[src/hw/rtl/hsl2rgb_pkg.sv]
// ----------------------------------------------------------------------------
// HSL to RGB converter package
// Fixed-point formats, derived widths and the hue weighting function.
// ----------------------------------------------------------------------------
package hsl2rgb_pkg;

  localparam int FRAC_BITS = 16;

  // Field widths of the pixel words.
  localparam int HUE_W = FRAC_BITS;
  localparam int SL_W  = FRAC_BITS + 1;
  localparam int CH_W  = 8;
  localparam int NUM_CH = 3;

  localparam int CH_RED   = 0;
  localparam int CH_GREEN = 1;
  localparam int CH_BLUE  = 2;

  // Internal widths.
  localparam int LS_W  = 2 * SL_W;              // l * s
  localparam int Q2_W  = 2 * FRAC_BITS + 3;     // q at scale ONE^2
  localparam int PQ_W  = FRAC_BITS + 3;         // p, q and q - p in Q.F
  localparam int K_W   = FRAC_BITS + 1;         // hue weight 0..ONE
  localparam int PR_W  = PQ_W + K_W;            // (q - p) * k
  localparam int NUM_W = PQ_W + FRAC_BITS + 2;  // p * ONE + (q - p) * k
  localparam int SC_W  = NUM_W + 8;             // num * 255 + half
  localparam int RES_W = SC_W - 2 * FRAC_BITS;

  localparam logic [SL_W-1:0]  ONE   = SL_W'(1) << FRAC_BITS;
  localparam logic [SL_W-1:0]  HALF_ONE = SL_W'(1) << (FRAC_BITS - 1);
  localparam logic [HUE_W-1:0] THIRD = HUE_W'((64'd1 << FRAC_BITS) / 3);
  localparam logic [Q2_W-1:0]  Q_RND = Q2_W'(1) << (FRAC_BITS - 1);
  localparam logic [SC_W-1:0]  C_RND = SC_W'(1) << (2 * FRAC_BITS - 1);
  localparam logic [CH_W-1:0]  CH_MAX = '1;

  // Piecewise weight k of the hue position t, so that the channel value is
  // p + (q - p) * k / ONE.
  function automatic logic [K_W-1:0] hue_weight(input logic [HUE_W-1:0] t);
    logic [HUE_W+2:0] t6;
    logic [HUE_W+1:0] t3;
    logic [HUE_W+2:0] k_fall;
    begin
      t6 = ({3'b000, t} << 2) + ({3'b000, t} << 1);
      t3 = {2'b00, t} + ({2'b00, t} << 1);
      k_fall = ((HUE_W + 3)'(ONE) << 2) - t6;
      if (t6 < (HUE_W + 3)'(ONE)) begin
        hue_weight = t6[K_W-1:0];
      end else if (!t[HUE_W-1]) begin
        hue_weight = ONE;
      end else if (t3 < ((HUE_W + 2)'(ONE) << 1)) begin
        hue_weight = k_fall[K_W-1:0];
      end else begin
        hue_weight = '0;
      end
    end
  endfunction

endpackage

[src/hw/rtl/hsl_to_rgb_converter_top.sv]
// ----------------------------------------------------------------------------
// HSL to RGB converter, top level
// Five-stage pipeline turning a fixed-point HSL pixel into 8-bit RGB.
// ----------------------------------------------------------------------------
// One pixel word is taken in every cycle while the output is not stalled, and
// its RGB word passes through the five register stages (saturation product,
// p/q and hue weights, weight products, channel sum, scale and clamp). Each
// stage holds its own valid bit, so a stalled output only holds back the
// stages behind it that are full and bubbles are squeezed out. Hue is an
// unsigned fraction of a turn; saturation and lightness above 1.0 are
// limited to 1.0. Channels are rounded half up and clamped to 0..255.
module hsl_to_rgb_converter_top (
  input  logic        clk,
  input  logic        rst_n,
  input  logic        in_tvalid,
  output logic        in_tready,
  input  logic [55:0] in_tdata,   // hue[15:0], saturation[32:16], lightness[49:33], zeros
  output logic        out_tvalid,
  input  logic        out_tready,
  output logic [23:0] out_tdata   // red[7:0], green[15:8], blue[23:16]
);
  import hsl2rgb_pkg::*;

  logic [5:1] v_r;
  logic [5:1] v_nxt;
  logic [5:1] rdy;

  // Stage 1
  logic [HUE_W-1:0] h1_r, h1_nxt;
  logic [SL_W-1:0]  s1_r, s1_nxt;
  logic [SL_W-1:0]  l1_r, l1_nxt;
  logic [LS_W-1:0]  ls1_r, ls1_nxt;
  logic [HUE_W-1:0] in_hue;
  logic [SL_W-1:0]  in_sat;
  logic [SL_W-1:0]  in_light;

  // Stage 2
  logic [PQ_W-1:0]  p2_r, p2_nxt;
  logic [PQ_W-1:0]  d2_r, d2_nxt;
  logic [K_W-1:0]   k2_r [NUM_CH];
  logic [K_W-1:0]   k2_nxt [NUM_CH];
  logic [Q2_W-1:0]  q2_wide;
  logic [Q2_W-1:0]  q2_rnd;
  logic [PQ_W-1:0]  q_raw;
  logic [PQ_W:0]    p_diff;
  logic [PQ_W-1:0]  p_pos;
  logic [PQ_W-1:0]  q_fin;
  logic [HUE_W-1:0] t_red;
  logic [HUE_W-1:0] t_blue;

  // Stage 3
  logic [PQ_W-1:0]  p3_r, p3_nxt;
  logic [PR_W-1:0]  prod3_r [NUM_CH];
  logic [PR_W-1:0]  prod3_nxt [NUM_CH];

  // Stage 4
  logic [NUM_W-1:0] num4_r [NUM_CH];
  logic [NUM_W-1:0] num4_nxt [NUM_CH];

  // Stage 5
  logic [CH_W-1:0]  rgb5_r [NUM_CH];
  logic [CH_W-1:0]  rgb5_nxt [NUM_CH];
  logic [SC_W-1:0]  scaled [NUM_CH];
  logic [RES_W-1:0] res [NUM_CH];

  // Handshake: a stage may load when it is empty or its word moves on.
  assign rdy[5]    = !v_r[5] || out_tready;
  assign rdy[4]    = !v_r[4] || rdy[5];
  assign rdy[3]    = !v_r[3] || rdy[4];
  assign rdy[2]    = !v_r[2] || rdy[3];
  assign rdy[1]    = !v_r[1] || rdy[2];
  assign in_tready = rdy[1];
  assign v_nxt     = {v_r[4:1], in_tvalid};

  always_ff @(posedge clk) begin
    if (!rst_n) begin
      v_r <= '0;
    end else begin
      for (int i = 1; i <= 5; i++) begin
        if (rdy[i]) begin
          v_r[i] <= v_nxt[i];
        end
      end
    end
  end

  // Stage 1: limit saturation and lightness, form l * s.
  assign in_hue   = in_tdata[HUE_W-1:0];
  assign in_sat   = in_tdata[HUE_W+SL_W-1:HUE_W];
  assign in_light = in_tdata[HUE_W+2*SL_W-1:HUE_W+SL_W];

  always_comb begin
    h1_nxt  = in_hue;
    s1_nxt  = (in_sat > ONE) ? ONE : in_sat;
    l1_nxt  = (in_light > ONE) ? ONE : in_light;
    ls1_nxt = LS_W'(l1_nxt) * LS_W'(s1_nxt);
  end

  always_ff @(posedge clk) begin
    if (rdy[1]) begin
      h1_r  <= h1_nxt;
      s1_r  <= s1_nxt;
      l1_r  <= l1_nxt;
      ls1_r <= ls1_nxt;
    end
  end

  // Stage 2: q and p in Q.F, hue weights of the three channels.
  always_comb begin
    if (l1_r < HALF_ONE) begin
      q2_wide = (Q2_W'(l1_r) << FRAC_BITS) + Q2_W'(ls1_r);
    end else begin
      q2_wide = ((Q2_W'(l1_r) + Q2_W'(s1_r)) << FRAC_BITS) - Q2_W'(ls1_r);
    end
    q2_rnd = q2_wide + Q_RND;
    q_raw  = q2_rnd[Q2_W-1:FRAC_BITS];
    p_diff = ((PQ_W + 1)'(l1_r) << 1) - (PQ_W + 1)'(q_raw);
    p_pos  = p_diff[PQ_W] ? '0 : p_diff[PQ_W-1:0];
    q_fin  = (q_raw < p_pos) ? p_pos : q_raw;
    p2_nxt = p_pos;
    d2_nxt = q_fin - p_pos;

    t_red  = h1_r + THIRD;
    t_blue = h1_r - THIRD;
    k2_nxt[CH_RED]   = hue_weight(t_red);
    k2_nxt[CH_GREEN] = hue_weight(h1_r);
    k2_nxt[CH_BLUE]  = hue_weight(t_blue);
  end

  always_ff @(posedge clk) begin
    if (rdy[2]) begin
      p2_r <= p2_nxt;
      d2_r <= d2_nxt;
      k2_r <= k2_nxt;
    end
  end

  // Stage 3: (q - p) * k per channel.
  always_comb begin
    p3_nxt = p2_r;
    for (int c = 0; c < NUM_CH; c++) begin
      prod3_nxt[c] = PR_W'(d2_r) * PR_W'(k2_r[c]);
    end
  end

  always_ff @(posedge clk) begin
    if (rdy[3]) begin
      p3_r    <= p3_nxt;
      prod3_r <= prod3_nxt;
    end
  end

  // Stage 4: channel value at scale ONE^2.
  always_comb begin
    for (int c = 0; c < NUM_CH; c++) begin
      num4_nxt[c] = (NUM_W'(p3_r) << FRAC_BITS) + NUM_W'(prod3_r[c]);
    end
  end

  always_ff @(posedge clk) begin
    if (rdy[4]) begin
      num4_r <= num4_nxt;
    end
  end

  // Stage 5: times 255 as a shift and subtract, round and clamp.
  always_comb begin
    for (int c = 0; c < NUM_CH; c++) begin
      scaled[c]   = (SC_W'(num4_r[c]) << 8) - SC_W'(num4_r[c]) + C_RND;
      res[c]      = scaled[c][SC_W-1:2*FRAC_BITS];
      rgb5_nxt[c] = (res[c] > RES_W'(CH_MAX)) ? CH_MAX : res[c][CH_W-1:0];
    end
  end

  always_ff @(posedge clk) begin
    if (rdy[5]) begin
      rgb5_r <= rgb5_nxt;
    end
  end

  assign out_tvalid = v_r[5];
  assign out_tdata  = {rgb5_r[CH_BLUE], rgb5_r[CH_GREEN], rgb5_r[CH_RED]};

  // Assertions
  a_reset_empty: assert property (@(posedge clk)
    $past(!rst_n) |-> (v_r == '0))
    else $error("pipeline not empty after reset");

  a_stall_full: assert property (@(posedge clk) disable iff (!rst_n)
    !in_tready |-> (v_r == '1))
    else $error("input stalled while a stage is empty");

  a_stage4_hold: assert property (@(posedge clk) disable iff (!rst_n)
    (v_r[4] && !rdy[4]) |=> (v_r[4] && $stable(num4_r[CH_GREEN])))
    else $error("stalled channel sum changed");

  a_p_le_q: assert property (@(posedge clk) disable iff (!rst_n)
    v_r[2] |-> (d2_r <= PQ_W'(ONE)))
    else $error("q - p exceeds one");

endmodule
[config.mk]
export PLATFORM = sky130hd
export DESIGN_NAME = hsl_to_rgb_converter_top
export DESIGN_NICKNAME = d
export VERILOG_FILES = /design/src/hw/rtl/hsl2rgb_pkg.sv /design/src/hw/rtl/hsl_to_rgb_converter_top.sv
export SDC_FILE = /design/constraint.sdc
export NUM_CORES = 2
export LEC_CHECK = 0
export BUFFER_PORTS_ARGS = -buffer_cell sky130_fd_sc_hd__buf_2
export CAP_MARGIN = 30
export CORE_MARGIN = 5
export CORE_UTILIZATION = 40
export DETAILED_ROUTE_END_ITERATION = 10
export HOLD_SLACK_MARGIN = 0.08
export PLACE_DENSITY = 0.56
export SLEW_MARGIN = 10
export SYNTH_ARGS = -nofsm -noshare
export SYNTH_HDL_FRONTEND = slang
export SYNTH_SLANG_ARGS = --single-unit
[constraint.sdc]
create_clock -name clk -period 25.3 [get_ports clk]
set_input_delay 1.265 -clock clk [delete_from_list [all_inputs] [get_ports clk]]
set_output_delay 1.265 -clock clk [all_outputs]
set_load 0.1 [all_outputs]
==> key figures <==
Run status
  • Status: finished, final reports clean

Global route
  • Largest net degree at the start of global routing: 73
  • Total gr overflow: 0
  • Vias in the first global route: 49535
  • Total track usage: 0.187
  • Initial antenna violation count: 5
  • First-pass GRT wire length: 268000 um

Logic synthesis
  • Synth Instances: 7222
  • Syn avg cell area: ~9.4 um^2
  • Most used DFF post-synth: edfxtp_1
  • Share of the synthesized area in the top cell type: 0.279
  • Synthesis Warnings: 0
  • Library cells used by synthesis: 86
  • Ys async rst share: 0
  • Sequential area share after synthesis: 0.191
  • Area leader, netlist: fa_1
  • Post-synthesis register bit count: 431
  • Top cells by area, synth: fa_1, edfxtp_1, ha_1
  • Mapped Nets: 9121
  • Mapped cell area: 67600 um^2
  • Post-synth EDFFs: 426

Clock tree
  • CTS H-tree lvls: 2
  • Max Buffers Root-to-Sink: 3
  • Post CTS Setup Buffer Count: 0
  • Post-CTS Hold Fix Bufs: 0
  • Clock latency on the worst-skew pair: between 600 and 700 ps
  • CTS Buf Count: 54
  • Sink Count: 431
  • CTS root buf: clkbuf_16
  • Post-CTS Resized: 0
  • Clock-pin slew on the worst setup and hold paths: roughly 60 ps
  • CTS tree: yes

STA
  • Highest Clock Rate: 0.0746 GHz
  • Final Hold Viols: 0
  • Fin Hold WS: a little over 400 ps
  • Final TNS setup: 0 ps
  • Unrepaired setup endpoints after global routing: no
  • Final setup fails: 0
  • Worst-margin pin slew: 954 ps
  • Fin crit share: 0.530
  • Relative slew slack: 0.360
  • Final Skew: 74.0 ps
  • Final min period: 13410 ps
  • Max Slew Vio Count: 0

Critical path
  • Worst r2r path cells: 63
  • Crit start category: flip-flop
  • Worst r2r src: l1_r[0]
  • Worst Setup SP: l1_r[0]
  • CP Class: reg2reg
  • End of the critical path: d2_r[17]
  • CP endpoint kind: flip-flop
  • Worst path arrival time: 13810 ps
  • Worst path max stage delay: between 600 and 700 ps
  • Flop2flop setup slack: 11890 ps
  • CP Max Fanout: 31
  • Worst path most repeated cell: o21ai_0
  • Worst flop-to-flop path endpoint: d2_r[17]
  • Worst path slowest cell: nor4b_1
  • WP data required: 25700 ps

Drt
  • Routed WL per cell: 17.4 um
  • TritonRoute pass-1 iters: 5
  • DRT antenna net count: 0
  • Max layer used: met4
  • Routed Wire Length: 165000 um
  • Wl on met1: 77900 um
  • DR WL met2: 73400 um
  • Via density: 5.11
  • DRT iter0 DRCs: between 2000 and 3000
  • DRC violations left: 0
  • Vias post-DR: slightly below 50000
  • Met3 WL post-DR: 9580 um

Layout
  • Fin nets: 9078
  • Finished Core Util: 0.431
  • Antenna cells: 0
  • Share of post-route cells with drive strength above 1: 0.0381
  • Final non-filler cell total: 9428
  • Area Overhead vs Synth: 6.81%

Placement
  • Dpl hpwl: 130000 um
  • Port Buffers: 79
  • Inst Count DP: 9325
  • Routability cong.: 0.856

Floorplan
  • Chip height: 421 um
  • Initial Util: 0.403
  • Ports: 86
  • Row cnt: 150
  • Die Width: 421 um
  • Core box area: 168000 um^2
  • Die Area: approximately 180000 um^2

Min path
  • Hold Path Class: reg2reg

Run
  • Total of max-cap violations: 0
==> synthesized netlist by cell type, types with 24 or more instances <==
library cell,number
and3_1,44
a21oi_1,259
o21bai_1,43
o21ai_0,171
ha_1,897
o21a_1,46
buf_1,25
nor2_1,323
clkbuf_1,209
xor2_1,96
nor4_1,24
nor3_1,68
edfxtp_1,426
xnor2_1,230
a21o_1,106
nand2b_1,38
a211oi_1,28
a21boi_0,39
nand3_1,62
fa_1,942
nor2b_1,52
nand2_1,958
and2_1,388
inv_1,1414
==> metrics by stage <==
step / area (um^2) / setup slack [ps]
finish: 72200 / 11890
global route: 72200 / 10380
CTS: 72200 / 11740
detailed placement: 70400 / 11800
global placement: 70300 / 11790
floorplan: 67600 / 13750
==> critical path: cells and delay by family (launching register included) <==
kind / cells / cell delay [ps]
and+or+nand+nor: 11 / 2410
DFF: 1 / 480
buffers and inverters: 3 / 440
AOI/OAI and AO/OA: 40 / 7560
xor gates and xnor gates: 3 / 570
adders and majority gates: 6 / 1680
==> cell usage in the layout (no fill, tap or decap), types with 46 or more instances in the layout <==
cell and instances:
nor2_1 322, nor3_1 68, inv_1 1413, fa_1 942
a21oi_1 259, buf_2 79, ha_1 897, buf_4 59
o21ai_0 171, nand3_1 61, a21o_1 106, nor2b_1 52
edfxtp_1 426, xnor2_1 230, and2_1 388, o21a_1 46
clkbuf_16 54, nand2_1 956, xor2_1 96
==> cells by family (layout without fill, tap and decap cells) <==
logic type	Yosys count	in the layout	share of synthesized area
AND/OR/NAND/NOR	2069	2069	0.143
buffers and inverters	1659	1661	0.0923
multiplexers	19	19	0.00285
AO/OA/AOI/OAI	877	877	0.0833
XOR/XNOR	327	327	0.0425
flip-flops	431	431	0.191
adder cells (fa/ha/maj)	1840	1840	0.445
==> layer usage <==
| layer | up-vias | global-route usage |
|---|---|---|
| li1 | 22916 | - |
| met1 | 23834 | 0.270 |
| met2 | 1196 | 0.298 |
| met3 | 190 | 0.0257 |
| met4 | 0 | 0.0415 |
| met5 | - | 0 |
==> state kept, by name, indices dropped and copies added (netlist names) <==
register   cells
d2_r          19
h1_r          16
k2_r          48
l1_r          17
ls1_r         34
num4_r       108
out_tdata     24
p2_r          19
p3_r          19
prod3_r      105
s1_r          17
v_r            5
==> final cells by class <==
| type | count | area, um^2 |
|---|---|---|
| clock inverters | 43 | 443 |
| multi-input cells | 5132 | 48500 |
| clock buffers | 58 | 1370 |
| flip-flops and latches | 431 | 12900 |
| fillers | 16371 | 95400 |
| inverters | 1418 | 5330 |
| well taps | 2204 | 2760 |
| repair buffers | 142 | 918 |
==> how the worst min path moves through the flow <==
stage	end	depth (start not counted)	from	slack, ps
floorplan	num4_r[10]	0	prod3_r[10]	400
global placement	num4_r[48]	0	prod3_r[47]	400
detailed placement	num4_r[14]	0	prod3_r[14]	400
CTS	num4_r[41]	0	prod3_r[40]	410
global route	num4_r[42]	0	prod3_r[41]	410
finish	p3_r[14]	0	p2_r[14]	410
Power is not shown: default switching activity piles up to over one toggle a cycle in this logic, so the estimate is an artifact.
